$ cat config.mk
export PLATFORM = sky130hd
export DESIGN_NAME = luma_motion_vector_predictor
export DESIGN_NICKNAME = d
export VERILOG_FILES = /design/src/rtl/lmvp_pkg.sv /design/src/rtl/luma_motion_vector_predictor.sv
export VERILOG_INCLUDE_DIRS = /design/src /design/src/rtl
export SDC_FILE = /design/constraint.sdc
export NUM_CORES = 1
export LEC_CHECK = 0
export BUFFER_PORTS_ARGS = -buffer_cell sky130_fd_sc_hd__buf_4
export CORE_MARGIN = 10
export CORE_UTILIZATION = 43
export CTS_CLUSTER_SIZE = 28
export DETAILED_ROUTE_END_ITERATION = 10
export PLACE_DENSITY = 0.63
export SETUP_SLACK_MARGIN = 0.05
export SLEW_MARGIN = 20
export SYNTH_ARGS = -nofsm -noshare
export SYNTH_HDL_FRONTEND = slang
export SYNTH_SLANG_ARGS = --single-unit
$ cat constraint.sdc
create_clock -name clk -period 9.6 [get_ports clk]
set_input_delay 1.92 -clock clk [delete_from_list [all_inputs] [get_ports clk]]
set_output_delay 1.92 -clock clk [all_outputs]
set_load 0.05 [all_outputs]
$ cat src/rtl/luma_motion_vector_predictor_macros.svh
// assertion macros for the luma motion vector predictor
// needs a clock named clk and an active-low reset named rst_n in scope
`ifndef LUMA_MOTION_VECTOR_PREDICTOR_MACROS_SVH
`define LUMA_MOTION_VECTOR_PREDICTOR_MACROS_SVH

// checked only while out of reset
`define LMVP_ASSERT(label, prop, msg) \
  label: assert property (@(posedge clk) disable iff (!rst_n) (prop)) else $error(msg);

// checked at every edge, reset included
`define LMVP_ASSERT_ALWAYS(label, prop, msg) \
  label: assert property (@(posedge clk) (prop)) else $error(msg);

`endif

$ cat src/rtl/lmvp_pkg.sv
// types, codes and helpers for the luma motion vector predictor
// no dependencies
package lmvp_pkg;

  localparam int MV_WIDTH_DEF = 16;
  localparam int MV_W         = 16;
  localparam int REF_W        = 6;
  localparam int CUR_W        = 5;

  typedef enum logic [2:0] {
    SRC_MEDIAN = 3'd0,
    SRC_A      = 3'd1,
    SRC_B      = 3'd2,
    SRC_C      = 3'd3,
    SRC_SKIP   = 3'd4
  } src_e_t;

  typedef enum logic [2:0] {
    PC_16X16  = 3'd0,
    PC_16X8_T = 3'd1,
    PC_16X8_B = 3'd2,
    PC_8X16_L = 3'd3,
    PC_8X16_R = 3'd4
  } pc_e_t;

  localparam logic signed [REF_W-1:0] REF_INTRA = -6'sd1;

  typedef logic signed [MV_W-1:0] mvc_t;

  // decoded neighbours after the skip test and the b/c substitution
  typedef struct packed {
    logic   skip_zero;
    pc_e_t  pc;
    logic   a_eq;
    logic   b_eq;
    logic   c_eq;
    logic   sa_eq;
    logic   sb_eq;
    logic   sc_eq;
    mvc_t   ax;
    mvc_t   ay;
    mvc_t   bx;
    mvc_t   by;
    mvc_t   cx;
    mvc_t   cy;
    mvc_t   dx;
    mvc_t   dy;
  } s1_t;

  // chosen predictor with its difference
  typedef struct packed {
    src_e_t src;
    mvc_t   px;
    mvc_t   py;
    mvc_t   dx;
    mvc_t   dy;
  } s2_t;

  function automatic mvc_t med3(input mvc_t a, input mvc_t b, input mvc_t c);
    mvc_t lo;
    mvc_t hi;
    mvc_t m;
    lo = (a < b) ? a : b;
    hi = (a < b) ? b : a;
    m  = (hi < c) ? hi : c;
    return (lo > m) ? lo : m;
  endfunction

endpackage

$ cat src/rtl/luma_motion_vector_predictor.sv
// luma motion vector predictor, list 0, one partition per request
// depends on lmvp_pkg and luma_motion_vector_predictor_macros.svh
//
// usage:
//   input channel in_*: one partition per request (skip flag, partition
//   case, current reference, neighbour a/b/c reference codes and packed
//   vectors, vector difference). accepted when in_valid is high and
//   in_stall is low.
//   result channel out_*: final vector and predictor source, taken when
//   out_valid is high and out_stall is low.
//   pipeline: three register stages (neighbour decode, predictor select
//   and median, difference add and wrap) between request and result.
//   throughput: one request per cycle unless out_stall holds the pipe;
//   every stage holds its own valid.
//   stall: out_stall freezes the output stage; each earlier stage only
//   holds when the stage after it is full and held, so bubbles are
//   squeezed out and in_stall rises only with all three stages full.
//   reset: synchronous, clears all stage valids; the block can take a new
//   request as soon as reset is released.
module luma_motion_vector_predictor #(
  parameter int MV_WIDTH = lmvp_pkg::MV_WIDTH_DEF
) (
  input  logic                                clk,
  input  logic                                rst_n,
  input  logic                                in_valid,
  output logic                                in_stall,
  input  logic                                in_is_skip,
  input  logic [2:0]                          in_part_case,
  input  logic [lmvp_pkg::CUR_W-1:0]          in_cur_ref,
  input  logic signed [lmvp_pkg::REF_W-1:0]   in_a_ref,
  input  logic [31:0]                         in_a_mv,
  input  logic signed [lmvp_pkg::REF_W-1:0]   in_b_ref,
  input  logic [31:0]                         in_b_mv,
  input  logic signed [lmvp_pkg::REF_W-1:0]   in_c_ref,
  input  logic [31:0]                         in_c_mv,
  input  logic signed [lmvp_pkg::MV_W-1:0]    in_mvd_x,
  input  logic signed [lmvp_pkg::MV_W-1:0]    in_mvd_y,
  output logic                                out_valid,
  input  logic                                out_stall,
  output logic signed [lmvp_pkg::MV_W-1:0]    out_mv_x,
  output logic signed [lmvp_pkg::MV_W-1:0]    out_mv_y,
  output logic [2:0]                          out_pred_source
);
  import lmvp_pkg::*;

  logic s1_v_r, s2_v_r, s3_v_r;
  s1_t  s1_r, s1_nxt;
  s2_t  s2_r, s2_nxt;
  logic signed [MV_W-1:0] mvx_r, mvx_nxt, mvy_r, mvy_nxt;
  logic [2:0] src_r, src_nxt;
  logic stall1, stall2, stall3;

  assign stall3   = s3_v_r && out_stall;
  assign stall2   = s2_v_r && stall3;
  assign stall1   = s1_v_r && stall2;
  assign in_stall = stall1;

  // stage 1: neighbour decode
  logic a_use, b_use, c_use, a_abs, b_abs, c_abs;
  logic [CUR_W-1:0] cur;
  mvc_t ax, ay, bx, by, cx, cy;
  logic a_eq, b_eq, c_eq, subst;

  always_comb begin
    a_use = !in_a_ref[REF_W-1];
    b_use = !in_b_ref[REF_W-1];
    c_use = !in_c_ref[REF_W-1];
    a_abs = in_a_ref[REF_W-1] && (in_a_ref != REF_INTRA);
    b_abs = in_b_ref[REF_W-1] && (in_b_ref != REF_INTRA);
    c_abs = in_c_ref[REF_W-1] && (in_c_ref != REF_INTRA);
    cur   = in_is_skip ? '0 : in_cur_ref;
    ax = a_use ? in_a_mv[15:0]  : '0;
    ay = a_use ? in_a_mv[31:16] : '0;
    bx = b_use ? in_b_mv[15:0]  : '0;
    by = b_use ? in_b_mv[31:16] : '0;
    cx = c_use ? in_c_mv[15:0]  : '0;
    cy = c_use ? in_c_mv[31:16] : '0;
    a_eq = a_use && (in_a_ref[CUR_W-1:0] == cur);
    b_eq = b_use && (in_b_ref[CUR_W-1:0] == cur);
    c_eq = c_use && (in_c_ref[CUR_W-1:0] == cur);
    subst = b_abs && c_abs && !a_abs;

    s1_nxt.skip_zero = in_is_skip && (a_abs || b_abs ||
                       (a_use && in_a_ref[CUR_W-1:0] == '0 && in_a_mv == '0) ||
                       (b_use && in_b_ref[CUR_W-1:0] == '0 && in_b_mv == '0));
    if (in_is_skip) begin
      s1_nxt.pc = PC_16X16;
    end else begin
      unique case (in_part_case)
        PC_16X8_T: s1_nxt.pc = PC_16X8_T;
        PC_16X8_B: s1_nxt.pc = PC_16X8_B;
        PC_8X16_L: s1_nxt.pc = PC_8X16_L;
        PC_8X16_R: s1_nxt.pc = PC_8X16_R;
        default:   s1_nxt.pc = PC_16X16;
      endcase
    end
    s1_nxt.a_eq  = a_eq;
    s1_nxt.b_eq  = b_eq;
    s1_nxt.c_eq  = c_eq;
    s1_nxt.sa_eq = a_eq;
    s1_nxt.sb_eq = subst ? a_eq : b_eq;
    s1_nxt.sc_eq = subst ? a_eq : c_eq;
    s1_nxt.ax = ax;
    s1_nxt.ay = ay;
    s1_nxt.bx = subst ? ax : bx;
    s1_nxt.by = subst ? ay : by;
    s1_nxt.cx = subst ? ax : cx;
    s1_nxt.cy = subst ? ay : cy;
    s1_nxt.dx = in_is_skip ? '0 : in_mvd_x;
    s1_nxt.dy = in_is_skip ? '0 : in_mvd_y;
  end

  // stage 2: skip zero, directional rules, single match, median
  logic one_match;

  always_comb begin
    one_match = (s1_r.sa_eq ^ s1_r.sb_eq ^ s1_r.sc_eq) &&
                !(s1_r.sa_eq && s1_r.sb_eq && s1_r.sc_eq);
    s2_nxt.dx = s1_r.dx;
    s2_nxt.dy = s1_r.dy;
    priority if (s1_r.skip_zero) begin
      s2_nxt.src = SRC_SKIP;
      s2_nxt.px  = '0;
      s2_nxt.py  = '0;
    end else if (s1_r.pc == PC_16X8_T && s1_r.b_eq) begin
      s2_nxt.src = SRC_B;
      s2_nxt.px  = s1_r.bx;
      s2_nxt.py  = s1_r.by;
    end else if ((s1_r.pc == PC_16X8_B || s1_r.pc == PC_8X16_L) && s1_r.a_eq) begin
      s2_nxt.src = SRC_A;
      s2_nxt.px  = s1_r.ax;
      s2_nxt.py  = s1_r.ay;
    end else if (s1_r.pc == PC_8X16_R && s1_r.c_eq) begin
      s2_nxt.src = SRC_C;
      s2_nxt.px  = s1_r.cx;
      s2_nxt.py  = s1_r.cy;
    end else if (one_match && s1_r.sa_eq) begin
      s2_nxt.src = SRC_A;
      s2_nxt.px  = s1_r.ax;
      s2_nxt.py  = s1_r.ay;
    end else if (one_match && s1_r.sb_eq) begin
      s2_nxt.src = SRC_B;
      s2_nxt.px  = s1_r.bx;
      s2_nxt.py  = s1_r.by;
    end else if (one_match) begin
      s2_nxt.src = SRC_C;
      s2_nxt.px  = s1_r.cx;
      s2_nxt.py  = s1_r.cy;
    end else begin
      s2_nxt.src = SRC_MEDIAN;
      s2_nxt.px  = med3(s1_r.ax, s1_r.bx, s1_r.cx);
      s2_nxt.py  = med3(s1_r.ay, s1_r.by, s1_r.cy);
    end
  end

  // stage 3: add difference, wrap to MV_WIDTH
  logic signed [MV_W:0]        sum_x, sum_y;
  logic signed [31:0]          sum_x32, sum_y32, ext_x, ext_y;
  logic signed [MV_WIDTH-1:0]  wrap_x, wrap_y;

  always_comb begin
    sum_x   = (MV_W+1)'(s2_r.px) + (MV_W+1)'(s2_r.dx);
    sum_y   = (MV_W+1)'(s2_r.py) + (MV_W+1)'(s2_r.dy);
    sum_x32 = 32'(sum_x);
    sum_y32 = 32'(sum_y);
    wrap_x  = sum_x32[MV_WIDTH-1:0];
    wrap_y  = sum_y32[MV_WIDTH-1:0];
    ext_x   = 32'(wrap_x);
    ext_y   = 32'(wrap_y);
    mvx_nxt = ext_x[MV_W-1:0];
    mvy_nxt = ext_y[MV_W-1:0];
    src_nxt = s2_r.src;
  end

  always_ff @(posedge clk) begin
    if (!rst_n) begin
      s1_v_r <= 1'b0;
      s2_v_r <= 1'b0;
      s3_v_r <= 1'b0;
    end else begin
      if (!stall1) s1_v_r <= in_valid;
      if (!stall2) s2_v_r <= s1_v_r;
      if (!stall3) s3_v_r <= s2_v_r;
    end
  end

  always_ff @(posedge clk) begin
    if (!stall1) s1_r <= s1_nxt;
    if (!stall2) s2_r <= s2_nxt;
    if (!stall3) begin
      mvx_r <= mvx_nxt;
      mvy_r <= mvy_nxt;
      src_r <= src_nxt;
    end
  end

  assign out_valid       = s3_v_r;
  assign out_mv_x        = mvx_r;
  assign out_mv_y        = mvy_r;
  assign out_pred_source = src_r;

`include "luma_motion_vector_predictor_macros.svh"

  `LMVP_ASSERT(a_stall_full, in_stall |-> (s1_v_r && s2_v_r && out_valid && out_stall), "stall without full pipe")
  `LMVP_ASSERT(a_skip_zero, (out_valid && out_pred_source == SRC_SKIP) |-> (out_mv_x == '0 && out_mv_y == '0), "skip result not zero")
  `LMVP_ASSERT(a_src_range, out_valid |-> (out_pred_source <= SRC_SKIP), "bad predictor source")
  `LMVP_ASSERT_ALWAYS(a_rst_clear, !rst_n |=> (!out_valid && !in_stall), "valid after reset")

endmodule
==> reports/metrics.yaml <==
post-route-period-util_pct: 88.5
final-seq-area_um2: 7240
clk_path_buf_depth: 3
synth_largest_type_area_fraction_pct: 42.7
core-area_um2: 38600
slowest_delay_ps: 780
power_frac_seq_pct: 35.3
postRouteAntennaNets: 0
required_ps: 9960
timing.final.crit_period_ps: 8490
gpl_congestion: 0.997
run_status: "completed"
share_clk_of_total_power_pct: 25.0
net_switching_fraction_of_the_power_pct: 38.1
synth_seq_cells: 242
antenna_violations_before_repair: 0
power_leakage_uw: 0.00836
cell_internal_pwr_uw: 2640
total_routed_wirelength_mm: 55.7
proportion_of_layout_cells_with_a_drive_suffix_above_1_pct: 16.5
cts_root_buf: "sky130_fd_sc_hd__clkbuf_16"
ios: 196
yosys_warnings: 0
clkSlewWorstSetupHoldPaths_ps: 60
async_flop_share_pct: 0
place.detailed.hpwl_mm: 42.7
final_net_count: 2215
cellPowerDensity_nw_per_um2: 217
synth-edff-count: 239
worst_pin_slew_ps: 1010
timing.final.hold_violations: 0
placement_rows: 72
timing.max_cap.violations: 0
multiInputGateArea_um2: 8560
die_height_um: 218
post_cts_resize_count: 0
syn_inst: 1769
syn_nets: 2053
synth.yosys.seq_area_share_pct: 43.1
grt.met3_usage_pct: 4.55
syn_area_um2: 16800
input_output_buffers: 195
setup_viol: 0
final_max_slew_viol_count: 0
max-vdd-ir-drop_uv: 112
setup.worst_path.end_class: "register"
cell_class_contributing_the_biggest_share_of_worst_path_delay: "compound AO/OA/AOI/OAI gates"
cts_tree: "yes"
setup_crit_start_kind: "register"
critical-path-top-cell-by-count: "sky130_fd_sc_hd__ha_1"
postSynth.topFlopCell: "sky130_fd_sc_hd__edfxtp_1"
maxClockFrequency_mhz: 118
via_count: 14500
initial_utilization_pct: 43.5
drt_pass1_iterations: 6
met2_usage_pct: 32.8
global_route.overflow_total: 0
netlist.top_cell.by_area: "sky130_fd_sc_hd__edfxtp_1"
grt-busiest-layer: "met1"
post-cts-setup-buffer-count: 0
timing.critical_path.fanout_max: 38
min_path_type: "reg -> reg"
grt_setup_unrepaired: "no"
fin_setup_tns_ps: 0
cts.htree.levels: 1
wl_per_cell_um: 22.6
holdWs_ps: 405
comb_power_share_pct: 39.6
clock_sinks: 242
grt_start_max_net_pins: 76
drc: 0
critical_path_start_end_classification: "reg -> reg"
grt_first_pass_wirelength_mm: 85.6
area_delta_synth_final_pct: 17.2
netlist-cell-type-count: 78
number_of_fill_cells_in_the_layout: 3567
floorplan.die.width_um: 218
cts-buffers-inserted: 28
grt.met1_usage_pct: 34.6
viasPerCell: 5.87
critical_path_arrival_ps: 8850
die_area_um2: 47400
clock-skew-final_ps: 15.6
synth_area_per_cell_um2: 9.50
power_dissipated_by_switching_net_loads_uw: 1620
clock_insertion_delay_worst_skew_ps: 570
drt-initial-drc-count: 1471
antenna_cells_inserted: 0
synth.top_cells.by_area: "sky130_fd_sc_hd__edfxtp_1, sky130_fd_sc_hd__ha_1, sky130_fd_sc_hd__o21ai_0"
worst-path-buf-inv: 3
normalized_max_slew_margin_pct: 32.1
postCtsHoldBufs: 0
grt_pass1_vias: 14200
worst_path_max_delay_cell: "sky130_fd_sc_hd__a211oi_1"
grtUsageTotal_pct: 22.9
## kinds of logic after synthesis
group | share of synthesized area [%]
and+or+nand+nor | 16.3
xor gates and xnor gates | 1.30
adders and majority gates | 9.40
DFF | 43.1
muxes | 3.19
buffers and inverters | 6.20
AOI/OAI and AO/OA | 20.5
## flip-flops by register name (all words and copies together) (netlist names)
signal / flops
out_pred_source: 3
s1_r: 137
s2_v_r: 1
out_mv_y: 16
s1_v_r: 1
s2_r: 64
out_mv_x: 16
src_nxt: 3
out_valid: 1
## power groups by stage
| stage | combinational (uW) | sequential (uW) | clock, uW |
|---|---|---|---|
| after CTS | 1680 | 1510 | 1090 |
| after global placement | 1660 | 1530 | 0 |
| after floorplan | 972 | 1710 | 0 |
| after detailed placement | 1680 | 1530 | 0 |
| after global routing | 1850 | 1520 | 1140 |
| final | 1690 | 1510 | 1070 |
## cell type report
type	count	area share, %
multi-input cells	1262	43.5
flip-flops and latches	242	36.8
repair buffers	221	8.43
clock inverters	19	0.896
clock buffers	33	3.76
inverters	176	3.36
well taps	518	3.29
## routing by layer
metal  up-vias  part of all wire, %
met5         -                    0
met2       664                   41
met4         0                  1.9
li1       6924                    -
met3        85                  9.2
met1      6844                   48
## cell usage in the layout (no fill, tap or decap), drive strengths merged, types with 27 or more instances in the layout
cell,n
a21oi,84
a221oi,42
buf,221
clkbuf,33
edfxtp,239
ha,123
inv,177
mux2i,40
nand2,163
nand3,58
nand4,27
nor2,122
nor2b,75
o211ai,27
o21ai,173
## Yosys cell counts, drive strengths merged, types with 5 or more instances
cell type	n
o22ai	15
clkbuf	63
and2	19
nor2	122
a21oi	84
nor3	18
a211o	5
a221o	15
nand3	58
o21a	9
mux2	12
o2111ai	5
a21o	17
buf	26
xor2	6
nand2b	12
inv	176
nor4b	7
o31ai	8
ha	123
o311ai	13
xnor2	19
o211ai	27
edfxtp	239
nor4	21
a222oi	9
a31oi	20
nand2	163
a211oi	21
nand4	27
o21ai	173
o221ai	8
nor2b	75
mux2i	40
a21boi	6
a2111oi	7
a221oi	42
or2	12
## stage by stage
stage                     cells  power (uW)  cell area (um2)  setup WS, ps  utilization, %
after floorplan            1769        2680            16800          1520               -
after global placement     2419        3190            18800          1440            48.5
after detailed placement   2419        3200            18800          1480            48.5
after CTS                  2471        4280            19700          1480            50.9
after global routing       2471        4510            19700           682            50.9
final                      2471        4260            19700          1110            50.9
## final timing paths
kind / start / end / slack (ps) / cells after the start
max reg2reg: s1_r[95]$_DFFE_PN_ / s2_r[49]$_SDFFCE_PP0N_ / 1110 / 25
min reg2reg: src_nxt[0]$_SDFFCE_PP0N_ / out_pred_source[0]$_DFFE_PN_ / 410 / 0
min: src_nxt[0]$_SDFFCE_PP0N_ / out_pred_source[0]$_DFFE_PN_ / 410 / 0
max: s1_r[95]$_DFFE_PN_ / s2_r[49]$_SDFFCE_PP0N_ / 1110 / 25
Power figures use the tool's default switching activity.
